### src/sv/pwdt_pkg.sv
`timescale 1ns / 1ps
// Shared types and constants for the PCI DMA window translator.
// No dependencies.

package pwdt_pkg;

	localparam int NUM_WINDOWS = 4;
	localparam int WIN_REGS = 4;
	localparam int WIN_USED = (NUM_WINDOWS < WIN_REGS) ? NUM_WINDOWS : WIN_REGS;
	localparam int WIN_IDX_W = $clog2(WIN_REGS);
	localparam int HIT_W = 3;

	localparam logic [HIT_W-1:0] NO_HIT = 3'd4;

	localparam logic [1:0] ACT_READ  = 2'd0;
	localparam logic [1:0] ACT_WRITE = 2'd1;
	localparam logic [1:0] ACT_XLATE = 2'd2;
	localparam logic [1:0] ACT_REPLY = 2'd3;

	localparam logic [1:0] KIND_REG   = 2'd0;
	localparam logic [1:0] KIND_ADDR  = 2'd1;
	localparam logic [1:0] KIND_FETCH = 2'd2;

	localparam logic [1:0] ST_OK       = 2'd0;
	localparam logic [1:0] ST_UNIMPL   = 2'd1;
	localparam logic [1:0] ST_UNKNOWN  = 2'd2;
	localparam logic [1:0] ST_NO_FETCH = 2'd3;

	localparam logic [4:0] REG_BASE0     = 5'd0;
	localparam logic [4:0] REG_BASE_LAST = 5'd3;
	localparam logic [4:0] REG_MASK0     = 5'd4;
	localparam logic [4:0] REG_MASK_LAST = 5'd7;
	localparam logic [4:0] REG_TBASE0    = 5'd8;
	localparam logic [4:0] REG_TBASE_LAST = 5'd11;
	localparam logic [4:0] REG_CTL       = 5'd12;
	localparam logic [4:0] REG_PERROR    = 5'd15;
	localparam logic [4:0] REG_PERRMASK  = 5'd16;
	localparam logic [4:0] REG_TLBIA     = 5'd19;
	localparam logic [4:0] REG_LAST_KNOWN = 5'd21;

	localparam logic [63:0] CTL_RESET = 64'h0000_0021_0010_0000;

	typedef struct packed {
		logic [1:0]  action;
		logic [4:0]  reg_index;
		logic [63:0] write_value;
		logic [31:0] bus_address;
		logic [63:0] page_entry;
	} req_t;

	typedef struct packed {
		logic [1:0]       kind;
		logic [1:0]       status;
		logic [63:0]      read_value;
		logic [33:0]      dma_address;
		logic [63:0]      fetch_address;
		logic [HIT_W-1:0] window_hit;
	} rsp_t;

	typedef struct packed {
		logic capture;
		logic execute;
	} dp_cmd_t;

endpackage

### src/sv/pwdt_ctrl.sv
`timescale 1ns / 1ps
// Controller for the window translator: request/response handshake sequencing.
// Depends on pwdt_pkg.

module pwdt_ctrl (
	input  logic              clk,
	input  logic              arst_n,
	input  logic              req_valid,
	output logic              req_ready,
	output logic              rsp_valid,
	input  logic              rsp_ready,
	output pwdt_pkg::dp_cmd_t cmd
);

	typedef enum logic {
		S_IDLE,
		S_EXEC
	} state_t;

	state_t state_q;
	logic   rsp_valid_q;
	logic   out_free;

	assign req_ready   = (state_q == S_IDLE);
	assign rsp_valid   = rsp_valid_q;
	assign out_free    = !rsp_valid_q || rsp_ready;
	assign cmd.capture = (state_q == S_IDLE) && req_valid;
	assign cmd.execute = (state_q == S_EXEC) && out_free;

	always_ff @(posedge clk or negedge arst_n) begin
		if (!arst_n) begin
			state_q     <= S_IDLE;
			rsp_valid_q <= 1'b0;
		end else begin
			case (state_q)
				S_IDLE: begin
					if (rsp_ready)
						rsp_valid_q <= 1'b0;
					if (req_valid)
						state_q <= S_EXEC;
				end
				S_EXEC: begin
					if (out_free) begin
						rsp_valid_q <= 1'b1;
						state_q     <= S_IDLE;
					end
				end
				default: begin
					state_q     <= S_IDLE;
					rsp_valid_q <= 1'b0;
				end
			endcase
		end
	end

endmodule

### src/sv/pwdt_datapath.sv
`timescale 1ns / 1ps
// Datapath: window register file, window match, address merge, result register.
// Depends on pwdt_pkg.

module pwdt_datapath (
	input  logic              clk,
	input  logic              arst_n,
	input  pwdt_pkg::dp_cmd_t cmd,
	input  pwdt_pkg::req_t    req,
	output pwdt_pkg::rsp_t    rsp
);

	pwdt_pkg::req_t item_q;
	pwdt_pkg::rsp_t rsp_q;
	pwdt_pkg::rsp_t rsp_d;

	logic [63:0] base_q  [pwdt_pkg::WIN_REGS];
	logic [63:0] mask_q  [pwdt_pkg::WIN_REGS];
	logic [63:0] tbase_q [pwdt_pkg::WIN_REGS];
	logic [63:0] ctl_q;
	logic        fetch_pending_q;
	logic [12:0] pend_off_q;
	logic [pwdt_pkg::HIT_W-1:0] pend_win_q;

	logic [pwdt_pkg::WIN_REGS-1:0]  match;
	logic                           hit_found;
	logic [pwdt_pkg::WIN_IDX_W-1:0] hit_idx;
	logic [pwdt_pkg::WIN_IDX_W-1:0] sel;
	logic [63:0] base_sel, mask_sel, tbase_sel;
	logic [63:0] msk, tmask, bmask_sg, bmask_dir, bus64, fa;
	logic [63:0] dma_dir;
	logic [1:0]  reg_status;
	logic [63:0] reg_rdata;

	assign rsp   = rsp_q;
	assign bus64 = {32'd0, item_q.bus_address};

	always_comb begin
		for (int i = 0; i < pwdt_pkg::WIN_REGS; i++) begin
			match[i] = (i < pwdt_pkg::WIN_USED) && base_q[i][0]
				&& (((item_q.bus_address[31:20] ^ base_q[i][31:20])
				& ~mask_q[i][31:20]) == 12'd0);
		end
		hit_found = 1'b0;
		hit_idx   = '0;
		for (int i = pwdt_pkg::WIN_REGS - 1; i >= 0; i--) begin
			if (match[i]) begin
				hit_found = 1'b1;
				hit_idx   = pwdt_pkg::WIN_IDX_W'(i);
			end
		end
	end

	// one read port: hit window for translations, register index otherwise
	assign sel = (item_q.action == pwdt_pkg::ACT_XLATE) ? hit_idx
		: item_q.reg_index[pwdt_pkg::WIN_IDX_W-1:0];
	assign base_sel  = base_q[sel];
	assign mask_sel  = mask_q[sel];
	assign tbase_sel = tbase_q[sel];

	assign msk       = {32'd0, mask_sel[31:20], 20'd0};
	assign tmask     = ~((msk >> 10) | 64'h3ff);
	assign bmask_sg  = msk | (64'h7f << 13);
	assign fa        = (tbase_sel & tmask) | ((bus64 & bmask_sg) >> 10);
	assign bmask_dir = msk | 64'hfffff;
	assign dma_dir   = (tbase_sel & ~bmask_dir) | (bus64 & bmask_dir);

	always_comb begin
		reg_rdata = 64'd0;
		case (item_q.reg_index) inside
			[pwdt_pkg::REG_BASE0:pwdt_pkg::REG_BASE_LAST]: begin
				reg_status = pwdt_pkg::ST_OK;
				reg_rdata  = base_sel;
			end
			[pwdt_pkg::REG_MASK0:pwdt_pkg::REG_MASK_LAST]: begin
				reg_status = pwdt_pkg::ST_OK;
				reg_rdata  = mask_sel;
			end
			[pwdt_pkg::REG_TBASE0:pwdt_pkg::REG_TBASE_LAST]: begin
				reg_status = pwdt_pkg::ST_OK;
				reg_rdata  = tbase_sel;
			end
			pwdt_pkg::REG_CTL: begin
				reg_status = pwdt_pkg::ST_OK;
				reg_rdata  = ctl_q;
			end
			pwdt_pkg::REG_PERROR, pwdt_pkg::REG_TLBIA: begin
				reg_status = pwdt_pkg::ST_OK;
			end
			pwdt_pkg::REG_PERRMASK: begin
				reg_status = (item_q.action == pwdt_pkg::ACT_READ)
					? pwdt_pkg::ST_OK : pwdt_pkg::ST_UNIMPL;
			end
			[pwdt_pkg::REG_CTL:pwdt_pkg::REG_LAST_KNOWN]: begin
				reg_status = pwdt_pkg::ST_UNIMPL;
			end
			default: begin
				reg_status = pwdt_pkg::ST_UNKNOWN;
			end
		endcase
	end

	always_comb begin
		rsp_d               = '0;
		rsp_d.window_hit    = pwdt_pkg::NO_HIT;
		case (item_q.action)
			pwdt_pkg::ACT_READ: begin
				rsp_d.kind       = pwdt_pkg::KIND_REG;
				rsp_d.status     = reg_status;
				rsp_d.read_value = reg_rdata;
			end
			pwdt_pkg::ACT_WRITE: begin
				rsp_d.kind   = pwdt_pkg::KIND_REG;
				rsp_d.status = reg_status;
			end
			pwdt_pkg::ACT_XLATE: begin
				rsp_d.status = pwdt_pkg::ST_OK;
				if (!hit_found) begin
					rsp_d.kind        = pwdt_pkg::KIND_ADDR;
					rsp_d.dma_address = {2'd0, item_q.bus_address};
				end else if (base_sel[1]) begin
					rsp_d.kind          = pwdt_pkg::KIND_FETCH;
					rsp_d.fetch_address = fa;
					rsp_d.window_hit    = pwdt_pkg::HIT_W'(hit_idx);
				end else begin
					rsp_d.kind        = pwdt_pkg::KIND_ADDR;
					rsp_d.dma_address = dma_dir[33:0];
					rsp_d.window_hit  = pwdt_pkg::HIT_W'(hit_idx);
				end
			end
			default: begin
				rsp_d.kind = pwdt_pkg::KIND_ADDR;
				if (fetch_pending_q) begin
					rsp_d.status      = pwdt_pkg::ST_OK;
					rsp_d.dma_address = {item_q.page_entry[21:1], pend_off_q};
					rsp_d.window_hit  = pend_win_q;
				end else begin
					rsp_d.status = pwdt_pkg::ST_NO_FETCH;
				end
			end
		endcase
	end

	always_ff @(posedge clk) begin
		if (cmd.capture)
			item_q <= req;
		if (cmd.execute)
			rsp_q <= rsp_d;
	end

	always_ff @(posedge clk or negedge arst_n) begin
		if (!arst_n) begin
			for (int i = 0; i < pwdt_pkg::WIN_REGS; i++) begin
				base_q[i]  <= 64'd0;
				mask_q[i]  <= 64'd0;
				tbase_q[i] <= 64'd0;
			end
			ctl_q           <= pwdt_pkg::CTL_RESET;
			fetch_pending_q <= 1'b0;
			pend_off_q      <= 13'd0;
			pend_win_q      <= pwdt_pkg::NO_HIT;
		end else if (cmd.execute) begin
			case (item_q.action)
				pwdt_pkg::ACT_WRITE: begin
					case (item_q.reg_index) inside
						[pwdt_pkg::REG_BASE0:pwdt_pkg::REG_BASE_LAST]: begin
							base_q[sel] <= item_q.write_value;
						end
						[pwdt_pkg::REG_MASK0:pwdt_pkg::REG_MASK_LAST]: begin
							mask_q[sel] <= item_q.write_value;
						end
						[pwdt_pkg::REG_TBASE0:pwdt_pkg::REG_TBASE_LAST]: begin
							tbase_q[sel] <= item_q.write_value;
						end
						pwdt_pkg::REG_CTL: begin
							ctl_q <= item_q.write_value;
						end
						default: begin
						end
					endcase
				end
				pwdt_pkg::ACT_XLATE: begin
					if (hit_found && base_sel[1]) begin
						fetch_pending_q <= 1'b1;
						pend_off_q      <= item_q.bus_address[12:0];
						pend_win_q      <= pwdt_pkg::HIT_W'(hit_idx);
					end
				end
				pwdt_pkg::ACT_REPLY: begin
					fetch_pending_q <= 1'b0;
				end
				default: begin
				end
			endcase
		end
	end

endmodule

### src/sv/pci_window_dma_translator_core.sv
`timescale 1ns / 1ps
// PCI DMA window translator, top level: controller plus datapath.
// Depends on pwdt_pkg, pwdt_ctrl, pwdt_datapath.
//
// Each request beat yields exactly one response beat. A request is taken in
// the idle state and resolved in the execute state, where the window
// compares, the register file read and the address merge run as one step
// into the response register, a step held off while a finished response is
// still held by rsp_ready; a new request is taken only after it. A new request
// is accepted while the previous response waits. Window registers reset
// to zero, the control register to 0x2100100000; no clearing pass is needed.

module pci_window_dma_translator_core (
	input  logic           clk,
	input  logic           arst_n,
	input  logic           req_valid,
	output logic           req_ready,
	input  pwdt_pkg::req_t req,
	output logic           rsp_valid,
	input  logic           rsp_ready,
	output pwdt_pkg::rsp_t rsp
);

	pwdt_pkg::dp_cmd_t cmd;

	pwdt_ctrl u_ctrl (
		.clk       (clk),
		.arst_n    (arst_n),
		.req_valid (req_valid),
		.req_ready (req_ready),
		.rsp_valid (rsp_valid),
		.rsp_ready (rsp_ready),
		.cmd       (cmd)
	);

	pwdt_datapath u_datapath (
		.clk    (clk),
		.arst_n (arst_n),
		.cmd    (cmd),
		.req    (req),
		.rsp    (rsp)
	);

endmodule

### config.mk
export PLATFORM = sky130hd
export DESIGN_NAME = pci_window_dma_translator_core
export DESIGN_NICKNAME = d
export VERILOG_FILES = /design/src/sv/pwdt_pkg.sv /design/src/sv/pwdt_ctrl.sv /design/src/sv/pwdt_datapath.sv /design/src/sv/pci_window_dma_translator_core.sv
export SDC_FILE = /design/constraint.sdc
export NUM_CORES = 2
export LEC_CHECK = 0
export BUFFER_PORTS_ARGS = -buffer_cell sky130_fd_sc_hd__clkbuf_2
export CORE_UTILIZATION = 35
export DETAILED_ROUTE_END_ITERATION = 8
export PLACE_DENSITY = 0.48
export SYNTH_ARGS = -nofsm -noshare
export SYNTH_HDL_FRONTEND = slang
export SYNTH_SLANG_ARGS = --single-unit
### constraint.sdc
create_clock -name clk -period 7.92 [get_ports clk]
set_clock_uncertainty 0.15 [all_clocks]
set_input_delay 1.98 -clock clk [delete_from_list [all_inputs] [get_ports clk]]
set_output_delay 1.98 -clock clk [all_outputs]
set_load 0.05 [all_outputs]
==> flow_summary.yaml <==
route:
  post_drt_wl_per_cell_um: 25.2
  drt_iter0_drc: 2227
  drc: 0
  routed_via_density: 5.33
  final_antenna_net_count: 0
  num_vias: 31900
  finalWirelength_um: 151000
  drtPass1Iterations: 5
synth:
  synth_cell_types: 61
  yosysSeqAreaShare_pct: 59.9
  synth_flop_cell: "dfrtp_1"
  netlist_area_um2: 50100
  ys_seq_elements: 1141
  yosys_warnings: 0
  syn_avg_cell_area_um2: 13.2
  synthCells: 3802
  synth_area_leaders: "dfrtp_1 (42%), mux2_2 (19%), edfxtp_1 (17%)"
  yosysTopAreaCell: "dfrtp_1"
  async_flop_share_pct: 74.6
  synth-edff-count: 290
  yosys.area.top_type_share_pct: 42.3
grt:
  grt_pass1_vias: 32600
  grt_max_degree: 167
  grt_overflow: 0
  grt_usage_pct: 20.9
  antenna_found_initial: 9
  grt_first_pass_wirelength_um: 225000
cts:
  numCtsBuffers: 135
  cts-root-buf: "clkbuf_16"
  path_clk_slew_ns: 0.06
  cts_htree_levels: 4
  cts_resized: 0
  cts_tree: "done"
  cts.sinks: 1141
  ctsHoldBuffers: 0
  cts_setup_buffers: 0
  insertion_delay_ns: 0.78
  clockBufferDepth: 3
timing:
  max_freq_mhz: 184
  setup_viol: 0
  finalCriticalPeriod_ns: 5.42
  fin_setup_tns_ns: 0
  max-slew-margin-rel_pct: 18.1
  tightest_slew_ns: 1.22
  setup_ws_ns: 2.50
  slew_violations: 0
  finalHoldViolCount: 0
  fin_crit_sh_pct: 68.4
  rsz0062_at_grt: "no"
die:
  dieArea_um2: 145000
  initial_core_util_pct: 35.3
  coreArea_um2: 142000
  fp.dieW_um: 380
  die-height_um: 380
  ioPinCount: 342
  rows: 138
cells_and_area:
  layout_common_cells: "mux2_2 (849), dfrtp_1 (847), nand2_1 (433), clkbuf_2 (294), edfxtp_1 (290)"
  area_growth_pct: 15.2
  finalNetCount: 4149
  drive_above_1_share_pct: 35.9
  finish.utilization_pct: 40.7
  final_common_cell: "mux2_2"
  design_area_um2: 57700
power:
  cellPowerDensity_nw_per_um2: 323
  total_power_mw: 18.6
  power_leakage_nw: 26.2
  ir_drop_mv: 0.216
worst_setup_path:
  r2r_end: "u_datapath.rsp[18]"
  startpoint_type: "flip-flop"
  critPathMaxFanout: 120
  worst-r2r-setup-slack_ns: 2.50
  critPathKind: "flip-flop to flip-flop"
  setup.worst_path.end_class: "flip-flop"
  critPathArrivalTime_ns: 5.79
  worstRegToRegCells: 12
  rr_startpoint: "u_datapath.bus64[21]"
  required_ns: 8.28
job:
  cap_violations: 0
hold_path:
  hold_path_depth: 2
  min_path_type: "flip-flop to flip-flop"
  min-delay-start: "u_datapath.pend_win_q[2]"
  hold_path_end: "u_datapath.pend_win_q[2]"
status:
  status: "finished clean"
placement:
  place_hpwl_um: 85300
  place_ws_ns: 2.26
  io_buffers: 295
  globalplace.congestion: 0.769
  place_area_um2: 53400
==> worst max-delay path, stage by stage, from the launching register on <==
cell	delay (ns)
edfxtp_1	0.55
xnor2_1	0.24
o22ai_1	0.15
or4_1	0.65
nor4_4	0.36
a2111oi_4	0.11
a21oi_4	0.18
buf_12	0.53
buf_4	0.84
mux2i_1	0.17
mux2i_1	0.69
mux2i_1	0.40
nor2_1	0.07
==> report_power, final <==
part / internal [mW] / switching [mW] / total, mW
combinational: 1.43 / 2.84 / 4.27
sequential: 7.41 / 0.822 / 8.23
clock: 3.59 / 2.54 / 6.12
total: 12.4 / 6.20 / 18.6
==> flip-flops by register name, indices dropped and copies added, names as in the netlist <==
| register | cells |
|---|---|
| u_datapath.item_q | 92 |
| u_datapath.tbase_q | 256 |
| u_datapath.rsp | 166 |
| u_datapath.bus64 | 32 |
| u_datapath.base_q | 256 |
| u_datapath.pend_off_q | 13 |
| u_datapath.ctl_q | 64 |
| u_datapath.mask_q | 256 |
| u_ctrl.rsp_valid | 1 |
| u_ctrl.state_q | 1 |
| u_datapath.fetch_pending_q | 1 |
| u_datapath.pend_win_q | 3 |
==> metrics by stage <==
stage / hold WS, ns / instances
after floorplan: 0.284 / 3804
after global placement: 0.294 / 5731
after detailed placement: 0.296 / 5731
after CTS: 0.307 / 5979
after global routing: 0.332 / 5979
final: 0.310 / 5982
==> cell usage after synthesis, types with 44 or more instances <==
library cell / number
mux2_2: 849
dfrtp_1: 847
nand2_1: 441
edfxtp_1: 290
mux2i_1: 225
clkbuf_1: 220
nand3_1: 130
o22ai_1: 116
a21oi_1: 77
buf_2: 72
nor2_1: 65
o221ai_1: 52
a211oi_1: 50
xnor2_1: 48
nor3_1: 44
==> area by class of cell <==
cell class	instances	area (um2)
clock buffers	201	3950
fillers	13400	84000
inverters	15	58.8
flip-flops and latches	1141	30000
well taps	1890	2360
repair buffers	361	2090
diodes	3	7.51
multi-input cells	2324	18800
clock inverters	47	397
==> kinds of logic (layout without fill, tap and decap cells) <==
group           after synthesis  after routing  synth area share (%)
compound gates              430            430                  5.79
other cells                   1              6               0.00749
flops                      1141           1141                  59.9
mux                        1084           1084                  23.9
xor+xnor                     48             48                 0.839
simple gates                759            759                  6.65
buf+inv                     339            624                  2.91
==> how the worst max path moves through the flow <==
stage | start | end | slack (ns) | depth (start not counted)
5_1_grt | u_datapath.bus64[26] | u_datapath.rsp[128] | 2.32 | 11
6_report | u_datapath.bus64[21] | u_datapath.rsp[18] | 2.50 | 12
2_1_floorplan | rsp_ready | u_datapath.mask_q[100] | 1.65 | 8
3_5_place_dp | rsp_ready | u_datapath.base_q[15] | 2.26 | 8
4_1_cts | u_datapath.bus64[21] | u_datapath.rsp[128] | 2.49 | 11
3_3_place_gp | rsp_ready | u_datapath.base_q[9] | 2.26 | 8
==> layer usage <==
metal | vias to the layer above | global-route usage [%] | wire (um)
li1 | 14200 | - | -
met1 | 16800 | 30.6 | 72400
met2 | 751 | 31.8 | 67900
met3 | 201 | 3.47 | 7100
met4 | 2 | 5.91 | 3440
met5 | - | 0 | 12
No activity file was read; power rests on OpenSTA's default activity.
